==> src/sv/bfp_pkg.sv <==
`timescale 1ns / 1ps
// shared types, opcodes and helper functions for the bit field pack buffer
// no dependencies
package bfp_pkg;

  localparam logic [1:0] OP_APPEND = 2'd0;
  localparam logic [1:0] OP_READ   = 2'd1;
  localparam logic [1:0] OP_REWIND = 2'd2;

  localparam logic [6:0] MAX_FIELD = 7'd64;

  typedef struct packed {
    logic [1:0]  op;
    logic [63:0] value;
    logic [6:0]  bit_count;
  } in_item_t;

  typedef struct packed {
    logic [63:0] read_value;
    logic        end_reached;
    logic        overflow;
    logic [15:0] bits_stored;
  } out_item_t;

  // controller to datapath
  typedef struct packed {
    logic start;
    logic append_step;
    logic read_step;
    logic load_out;
  } ctrl_cmd_t;

  // datapath to controller
  typedef struct packed {
    logic go_append;
    logic go_read;
    logic app_last;
    logic rd_last;
    logic out_busy;
  } dp_status_t;

  // mask of the low w bits, w in 0..8
  function automatic logic [7:0] low_mask(input logic [3:0] w);
    logic [8:0] m;
    m = (9'd1 << w) - 9'd1;
    return m[7:0];
  endfunction

  function automatic logic [7:0] rev8(input logic [7:0] b);
    logic [7:0] r;
    for (int j = 0; j < 8; j++) begin
      r[7-j] = b[j];
    end
    return r;
  endfunction

endpackage

==> src/sv/bfp_ctrl.sv <==
`timescale 1ns / 1ps
// sequencing state machine for the bit field pack buffer
// depends on bfp_pkg
module bfp_ctrl (
  input  logic              clk,
  input  logic              rst,
  input  logic              cmd_valid,
  output logic              cmd_ready,
  input  bfp_pkg::dp_status_t status,
  output bfp_pkg::ctrl_cmd_t  ctl
);

  localparam logic [1:0] S_IDLE   = 2'd0;
  localparam logic [1:0] S_APPEND = 2'd1;
  localparam logic [1:0] S_READ   = 2'd2;
  localparam logic [1:0] S_FINISH = 2'd3;

  logic [1:0] state;
  logic [1:0] state_next;

  always_comb begin
    state_next      = state;
    ctl             = '0;
    cmd_ready       = 1'b0;
    case (state)
      S_IDLE: begin
        cmd_ready = 1'b1;
        if (cmd_valid) begin
          ctl.start = 1'b1;
          if (status.go_append) begin
            state_next = S_APPEND;
          end else if (status.go_read) begin
            state_next = S_READ;
          end else begin
            state_next = S_FINISH;
          end
        end
      end
      S_APPEND: begin
        ctl.append_step = 1'b1;
        if (status.app_last) begin
          state_next = S_FINISH;
        end
      end
      S_READ: begin
        ctl.read_step = 1'b1;
        if (status.rd_last) begin
          state_next = S_FINISH;
        end
      end
      S_FINISH: begin
        if (!status.out_busy) begin
          ctl.load_out = 1'b1;
          state_next   = S_IDLE;
        end
      end
      default: begin
        state_next = S_IDLE;
      end
    endcase
  end

  always_ff @(posedge clk) begin
    if (rst) begin
      state <= S_IDLE;
    end else begin
      state <= state_next;
    end
  end

endmodule

==> config.mk <==
export PLATFORM = sky130hd
export DESIGN_NAME = bfp_ctrl
export DESIGN_NICKNAME = d
export VERILOG_FILES = /design/src/sv/bfp_pkg.sv /design/src/sv/bfp_ctrl.sv
export SDC_FILE = /design/constraint.sdc
export NUM_CORES = 1
export LEC_CHECK = 0
export BUFFER_PORTS_ARGS = -buffer_cell sky130_fd_sc_hd__buf_2
export CAP_MARGIN = 20
export CORE_AREA = 2 2 39 41
export DETAILED_ROUTE_END_ITERATION = 10
export DIE_AREA = 0 0 41 43
export SLEW_MARGIN = 20
export SYNTH_ARGS = -nofsm -noshare
export SYNTH_HDL_FRONTEND = slang
export SYNTH_SLANG_ARGS = --single-unit
==> constraint.sdc <==
create_clock -name clk -period 1.9 [get_ports clk]
set_clock_uncertainty 0.1 [all_clocks]
set_input_delay 0.38 -clock clk [delete_from_list [all_inputs] [get_ports clk]]
set_output_delay 0.38 -clock clk [all_outputs]
set_load 0.02 [all_outputs]
* Word level (Yosys, flattened, before mapping)
Index checks and enable logic that the tools add are counted.
Word-level totals: word-level logic and storage cells 24, output and inout bits 5, register bits 2
Operators by class: reduce and logical (&&, ||, !) cells 2, mux-type cells 14, equal/unequal tests 7
Operators by type and width (number):
- 2-to-1 mux 2 bit | 5
- 2-to-1 mux 1 bit | 8
- inequality test 2 bit, second input constant | 4
- case mux 2 bit (4 select lines) | 1
- == test 2 bit, second input constant | 2
- AND reduction 4 bit | 1
- == test 2 x 1 -> 1 bit, second input constant | 1
- logical NOT 2 bit | 1

* Logic depth before layout (Yosys ltp)
Gate-level depths: netlist (run 1).
word-level depth 4, gate-level depth with buffers 5

* Least setup slack after synthesis (run 1)
OpenSTA, ideal clock, no wires.
kind register to register, from register state[0], to register state[0], required time 1677 ps, arrival 1280 ps, path slack 396 ps, stages on the path, launching flop included 6, path through dfxtp_1 > inv_1 > ha_1 > inv_1 > o2111ai_2 > mux2_1
Between the ends: word-level cells in the longest chain between the ends 3, elaborated cells between the ends (all ways) 10
RTL lines:
- start: declaration | line bfp_ctrl.sv:18 | logic [1:0] state;
- start signal: assignment | line bfp_ctrl.sv:67 | state <= state_next;
- == test 2 x 1 -> 1 bit (tied with other cells) | line bfp_ctrl.sv:25 | case (state)
- inequality test 2 bit (no line)
- AND reduction 4 bit (no line)
Parallel ways exist; a longest one is shown, timed or not. A chain may end at the register's enable or synchronous reset.

==> run_results.csv, run 1 <==
group,metric,value,unit
run,drv_cap,0,
sta,worst_slack,0.167,ns
power,fin_total_pwr,0.452,mW
floorplanning,top_level_ports,13,
clock_tree,cts-hold-fix-buffers,0,
floorplanning,rows,14,
power,worst_ir_drop_vdd,0.000359,V
synthesis,yosys_register_bits,2,
floorplanning,core_area,1380,um2
floorplanning,die_h,43,um
setup_path,crit_path_cell_trace,"inv_1 > ha_1 > and2_2 > buf_2",
placement,dp_hpwl,367,um
cells_and_area,top_register,"state",
cells_and_area,final_nets,52,
sta,layout_min_cycle_time,1.73,ns
sta,slew_violations,0,
floorplanning,floorplan.initialDensity,0.146,
clock_tree,max-clock-path-buffers,2,
sta,timing.slew.headroom,0.858,
clock_tree,postCtsSetupBuffers,0,
synthesis,yosys_warnings,0,
drt,drtAntennaViolNets,0,
synthesis,yosys-top-cells-area,"ha_1, dfxtp_1, mux2_1",
placement,placement.io_buffers,12,
sta,report.final.hold_viol_count,0,
grt,grt_util_all_layers,0.0641,
placement,dpl_worst_slack,0.397,ns
floorplanning,dieWidth,41,um
setup_path,critPathRequiredTime,1.42,ns
setup_path,slowest_delay,0.34,ns
cells_and_area,reg.largest.list,"state: 2 flops",
synthesis,synth.net_count,35,
grt,grt_pass1_vias,177,
drt,finalWirelength,409,um
synthesis,synth_top_area_cell,"ha_1",
power,power_leakage,0.161,nW
cells_and_area,antenna_cells,0,
drt,firstDrtPassIters,2,
hold_path,hp-class,"in2reg",
sta,final.period_utilization,0.912,
clock_tree,cts.reportedPaths.clkPinSlew,0.03,ns
clock_tree,post_cts.resized_instances,0,
clock_tree,h-tree-depth,1,
drt,vias,196,
setup_path,worst-setup-path-type,"reg2out",
drt,drt_iter0_markers,5,
sta,unrepaired_setup_endpoints_after_global_routing,"no",
sta,setup-violations-final,0,
synthesis,syn_area_per_cell,8.76,um2
drt,post_drt_wl_per_cell,7.57,um
status,run_status,"complete, no violations",
setup_path,worst_setup_path_start_kind,"flop",
clock_tree,clockRootBuffer,"clkbuf_4",
synthesis,synth_sequential_area_ratio,0.199,
clock_tree,tritoncts_num_sinks,2,
clock_tree,cts-buffers-inserted,3,
drt,post_drt_via_cell_ratio,3.63,
synthesis,yosysTopAreaCellShare,0.248,
sta,timing.fmax,0.577,GHz
grt,global_route_wire_length_before_repair,627,um
cells_and_area,drive_gt1_frac,0.474,
synthesis,synth.lib_cells_used.distinct,14,
grt,grt.overflow.total,0,
setup_path,worst_ep_arrival_time,1.25,ns
cells_and_area,area_growth_syn_to_layout,50.9,%
grt,antenna_found_initial,0,
setup_path,cp_slowest_cell,"dfxtp_1",
synthesis,postSynthCellCount,23,
cells_and_area,largest_register_ffs,2,
synthesis,mappedNetlistArea,201,um2
floorplanning,design.die.area,1760,um2
grt,grt_start_max_net_pins,7,
placement,routability_congestion,0.597,
setup_path,path_max_fanout,6,
sta,setup_total_negative_slack,0,ns
power,power_per_cell_area,1490,nW/um2
drt,route.detailed.drc,0,
setup_path,worst_setup_path_end_kind,"output pin",
clock_tree,cts_tree,"yes",
clock_tree,clkLatencyLatePin,0.22,ns
sta,worst-slew-pin-transition,0.213,ns
[stage by stage]
step	hold WS, ns	cells	util	cell area (um2)
detailed placement	0.586	51	0.203	282
CTS	0.392	54	0.220	304
finish	0.395	54	0.220	304
global placement	0.570	51	0.203	282
floorplan	0.488	23	-	201
global route	0.403	54	0.220	304
[cell usage after synthesis]
cell type and count:
a21oi_1 1, dfxtp_1 2, ha_1 4, nor2b_1 1, mux2_1 2, a31oi_1 1
nor2_1 2, o2111ai_2 1, nand2b_1 1, o21bai_1 1, and2_2 1, nand2b_2 1
nand2_1 1, inv_1 4
[logic make-up after synthesis]
| family | after synthesis | synth area share |
|---|---|---|
| mux | 2 | 0.112 |
| flops | 2 | 0.199 |
| buf+inv | 4 | 0.0745 |
| fa+ha+maj | 4 | 0.248 |
| compound gates | 4 | 0.168 |
| simple gates | 7 | 0.199 |
[final timing paths]
kind | from | to | depth (start not counted) | slack (ns)
min reg2reg | state[1] | state[1] | 3 | 0.58
max | state[0] | ctl[3] | 4 | 0.17
max reg2reg | state[0] | state[0] | 5 | 0.42
min | rst | state[1] | 3 | 0.40
[final cells by class]
type                            instances  area (um2)
Timing Repair Buffer                   12        60.1
Clock buffer                            3        22.5
Fill cell                             159        1080
Tap cell                               16        20.0
Multi-Input combinational cell         17         146
Sequential cell                         2        40.0
Inverter                                4        15.0
[power by group]
group | switching (mW) | total (mW) | leakage (nW) | internal, mW
logic | 0.166 | 0.282 | 0.130 | 0.116
clock network | 0.0228 | 0.0923 | 0.0138 | 0.0695
registers | 0.0147 | 0.0777 | 0.0166 | 0.0630
[layout by cell type, fill, tap and decap left out]
cell       count
nand2b_1       1
nor2b_1        1
nand2_1        1
a31oi_1        1
clkbuf_4       3
o2111ai_2      1
ha_1           4
buf_2         12
o21bai_1       1
inv_1          4
nor2_1         2
and2_2         1
nand2b_2       1
a21oi_1        1
mux2_1         2
dfxtp_1        2
[critical path: cells and delay by family, from the launching register on]
kind                       cells  cell delay, ns
DFF                            1            0.34
adders and majority gates      1            0.27
buffers and inverters          2            0.23
and+or+nand+nor                1            0.19
[metal layers]
layer / global-route usage / vias to the layer above / wire length [um]
met4: 0.0800 / 0 / 0
met2: 0.0813 / 10 / 197
met1: 0.0447 / 80 / 172
met3: 0.0628 / 0 / 39
met5: 0 / - / 0
li1: - / 106 / -
Power figures use the tool's default switching activity.
==> inputs of run 2 (changes only) <==
--- a/config.mk
+++ b/config.mk
@@ -5,11 +5,11 @@
 export SDC_FILE = /design/constraint.sdc
 export NUM_CORES = 1
 export LEC_CHECK = 0
-export BUFFER_PORTS_ARGS = -buffer_cell sky130_fd_sc_hd__buf_2
 export CAP_MARGIN = 20
 export CORE_AREA = 2 2 39 41
 export DETAILED_ROUTE_END_ITERATION = 10
 export DIE_AREA = 0 0 41 43
+export DONT_BUFFER_PORTS = 1
 export SLEW_MARGIN = 20
 export SYNTH_ARGS = -nofsm -noshare
 export SYNTH_HDL_FRONTEND = slang
==> run 2 against run 1 <==
  * Flip-flop and latch count stayed put
  * Final cell count fell by 22%
  * Critical path type unchanged
  * Combinational power down 11%
  * Largest power group unchanged
  * Die area stayed put
  * Count of clock-buffer cells in the layout unchanged
  * Register-to-register slack got worse by 0.10 ns
  * Worst setup slack improved by 0.056 ns
  * Via count down 10%
  * Non-clock buffer count decreased by 12
  * Power shrank 6.2%
==> run_results.csv, run 2 (synthesized netlist as in run 1, its figures left out) <==
group,metric,value,unit
clock_tree,clkLatencyLatePin,0.23,ns
sta,final.period_utilization,0.883,
floorplanning,core_area,1380,um2
placement,dp_hpwl,338,um
cells_and_area,top_register,"state",
setup_path,critPathRequiredTime,1.42,ns
cells_and_area,largest_register_ffs,2,
sta,unrepaired_setup_endpoints_after_global_routing,"no",
placement,placement.io_buffers,0,
drt,firstDrtPassIters,2,
grt,grt_util_all_layers,0.0651,
floorplanning,die_h,43,um
drt,post_drt_wl_per_cell,9.57,um
grt,grt.overflow.total,0,
placement,dpl_worst_slack,0.300,ns
sta,layout_min_cycle_time,1.68,ns
floorplanning,top_level_ports,13,
sta,setup_total_negative_slack,0,ns
cells_and_area,final_instance_area,246,um2
sta,worst_slack,0.223,ns
setup_path,crit_path_cell_trace,"inv_1 > ha_2 > and2_2",
placement,dpl.cell_count,39,
cells_and_area,finalCoreUtilization,0.178,
cells_and_area,instances_no_fill,42,
sta,worst_hold_slack,0.275,ns
cells_and_area,most-common-layout-cells,"inv_1, ha_1, clkbuf_4",
power,fin_total_pwr,0.424,mW
clock_tree,h-tree-depth,1,
setup_path,path_max_fanout,6,
placement,routability_congestion,0.669,
clock_tree,tritoncts_num_sinks,2,
setup_path,worst-setup-path-type,"reg2out",
clock_tree,postCtsSetupBuffers,0,
power,worst_ir_drop_vdd,0.000252,V
clock_tree,max-clock-path-buffers,2,
setup_path,worst_setup_path_start_kind,"flop",
clock_tree,cts_tree,"yes",
grt,grt_start_max_net_pins,7,
sta,worst-slew-pin-transition,0.395,ns
placement,placedInstanceArea,221,um2
drt,drt_iter0_markers,1,
floorplanning,rows,14,
grt,global_route_wire_length_before_repair,662,um
setup_path,cell_family_contributing_the_most_delay_on_the_critical_path,"flip-flops",
status,run_status,"complete, no violations",
drt,post_drt_via_cell_ratio,4.19,
hold_path,hp-class,"in2reg",
floorplanning,dieWidth,41,um
clock_tree,clockRootBuffer,"clkbuf_4",
setup_path,worst_setup_path_end_kind,"output pin",
sta,timing.slew.headroom,0.736,
drt,drtAntennaViolNets,0,
cells_and_area,area_growth_syn_to_layout,22.4,%
setup_path,worst_ep_arrival_time,1.20,ns
grt,grt_pass1_vias,188,
cells_and_area,layout_commonest_cell,"inv_1",
sta,report.final.hold_viol_count,0,
cells_and_area,drive_gt1_frac,0.269,
drt,finalWirelength,402,um
cells_and_area,reg.largest.list,"state: 2 flops",
power,power_leakage,0.108,nW
drt,vias,176,
floorplanning,design.die.area,1760,um2
setup_path,cp_slowest_cell,"dfxtp_1",
clock_tree,cts.reportedPaths.clkPinSlew,0.03,ns
drt,route.detailed.drc,0,
power,power_per_cell_area,1720,nW/um2
run,drv_cap,0,
floorplanning,floorplan.initialDensity,0.146,
clock_tree,cts-buffers-inserted,3,
grt,antenna_found_initial,0,
setup_path,path_buf_inv,1,
setup_path,slowest_delay,0.31,ns
sta,slew_violations,0,
sta,timing.fmax,0.596,GHz
cells_and_area,antenna_cells,0,
cells_and_area,final_nets,40,
sta,setup-violations-final,0,
run 2: changes by cell type in the layout (fill, tap and decap cells not counted), sizes merged:
| cell | before | now |
|---|---|---|
| buf | 12 | 0 |
run 2: routing by layer:
| metal | share of wire | track usage | vias up | wire length, um |
|---|---|---|---|---|
| met3 | 0.15 | 0.0419 | 2 | 62 |
| met1 | 0.31 | 0.0415 | 81 | 126 |
| met5 | 0 | 0 | - | 0 |
| li1 | - | - | 83 | - |
| met2 | 0.49 | 0.0906 | 10 | 198 |
| met4 | 0.037 | 0.100 | 0 | 15 |
run 2: final cells by class:
| type | count | area [um2] |
|---|---|---|
| Fill cell | 165 | 1140 |
| Multi-Input combinational cell | 17 | 149 |
| Sequential cell | 2 | 40.0 |
| Clock buffer | 3 | 22.5 |
| Tap cell | 16 | 20.0 |
| Inverter | 4 | 15.0 |
run 2: where the power goes:
group | total (mW) | internal [mW] | switching [mW]
Combinational | 0.251 | 0.0973 | 0.154
Clock | 0.0954 | 0.0698 | 0.0256
Sequential | 0.0773 | 0.0630 | 0.0143
Total | 0.424 | 0.230 | 0.194
run 2: worst register-to-register path, delay by kind of cell, from the launching register on:
family          cells  cell delay (ns)
mux                 1             0.34
flops               1             0.31
fa+ha+maj           1             0.30
compound gates      1             0.23
buf+inv             2             0.18
run 2: path summary, 6_finish.rpt:
kind	startpoint	to	slack, ns	depth (start not counted)
worst max-delay path	state[0]	ctl[3]	0.22	3
worst min-delay path	rst	state[1]	0.28	2
worst max register to register	state[0]	state[0]	0.32	5
worst min register to register	state[1]	state[1]	0.57	3
run 2: what timing repair did:
| item | CTS | global route |
|---|---|---|
| endpoints found under the setup margin | 0 | 1 |
| gates resized for setup | 0 | 1 |
| hold buffers | 0 | 0 |
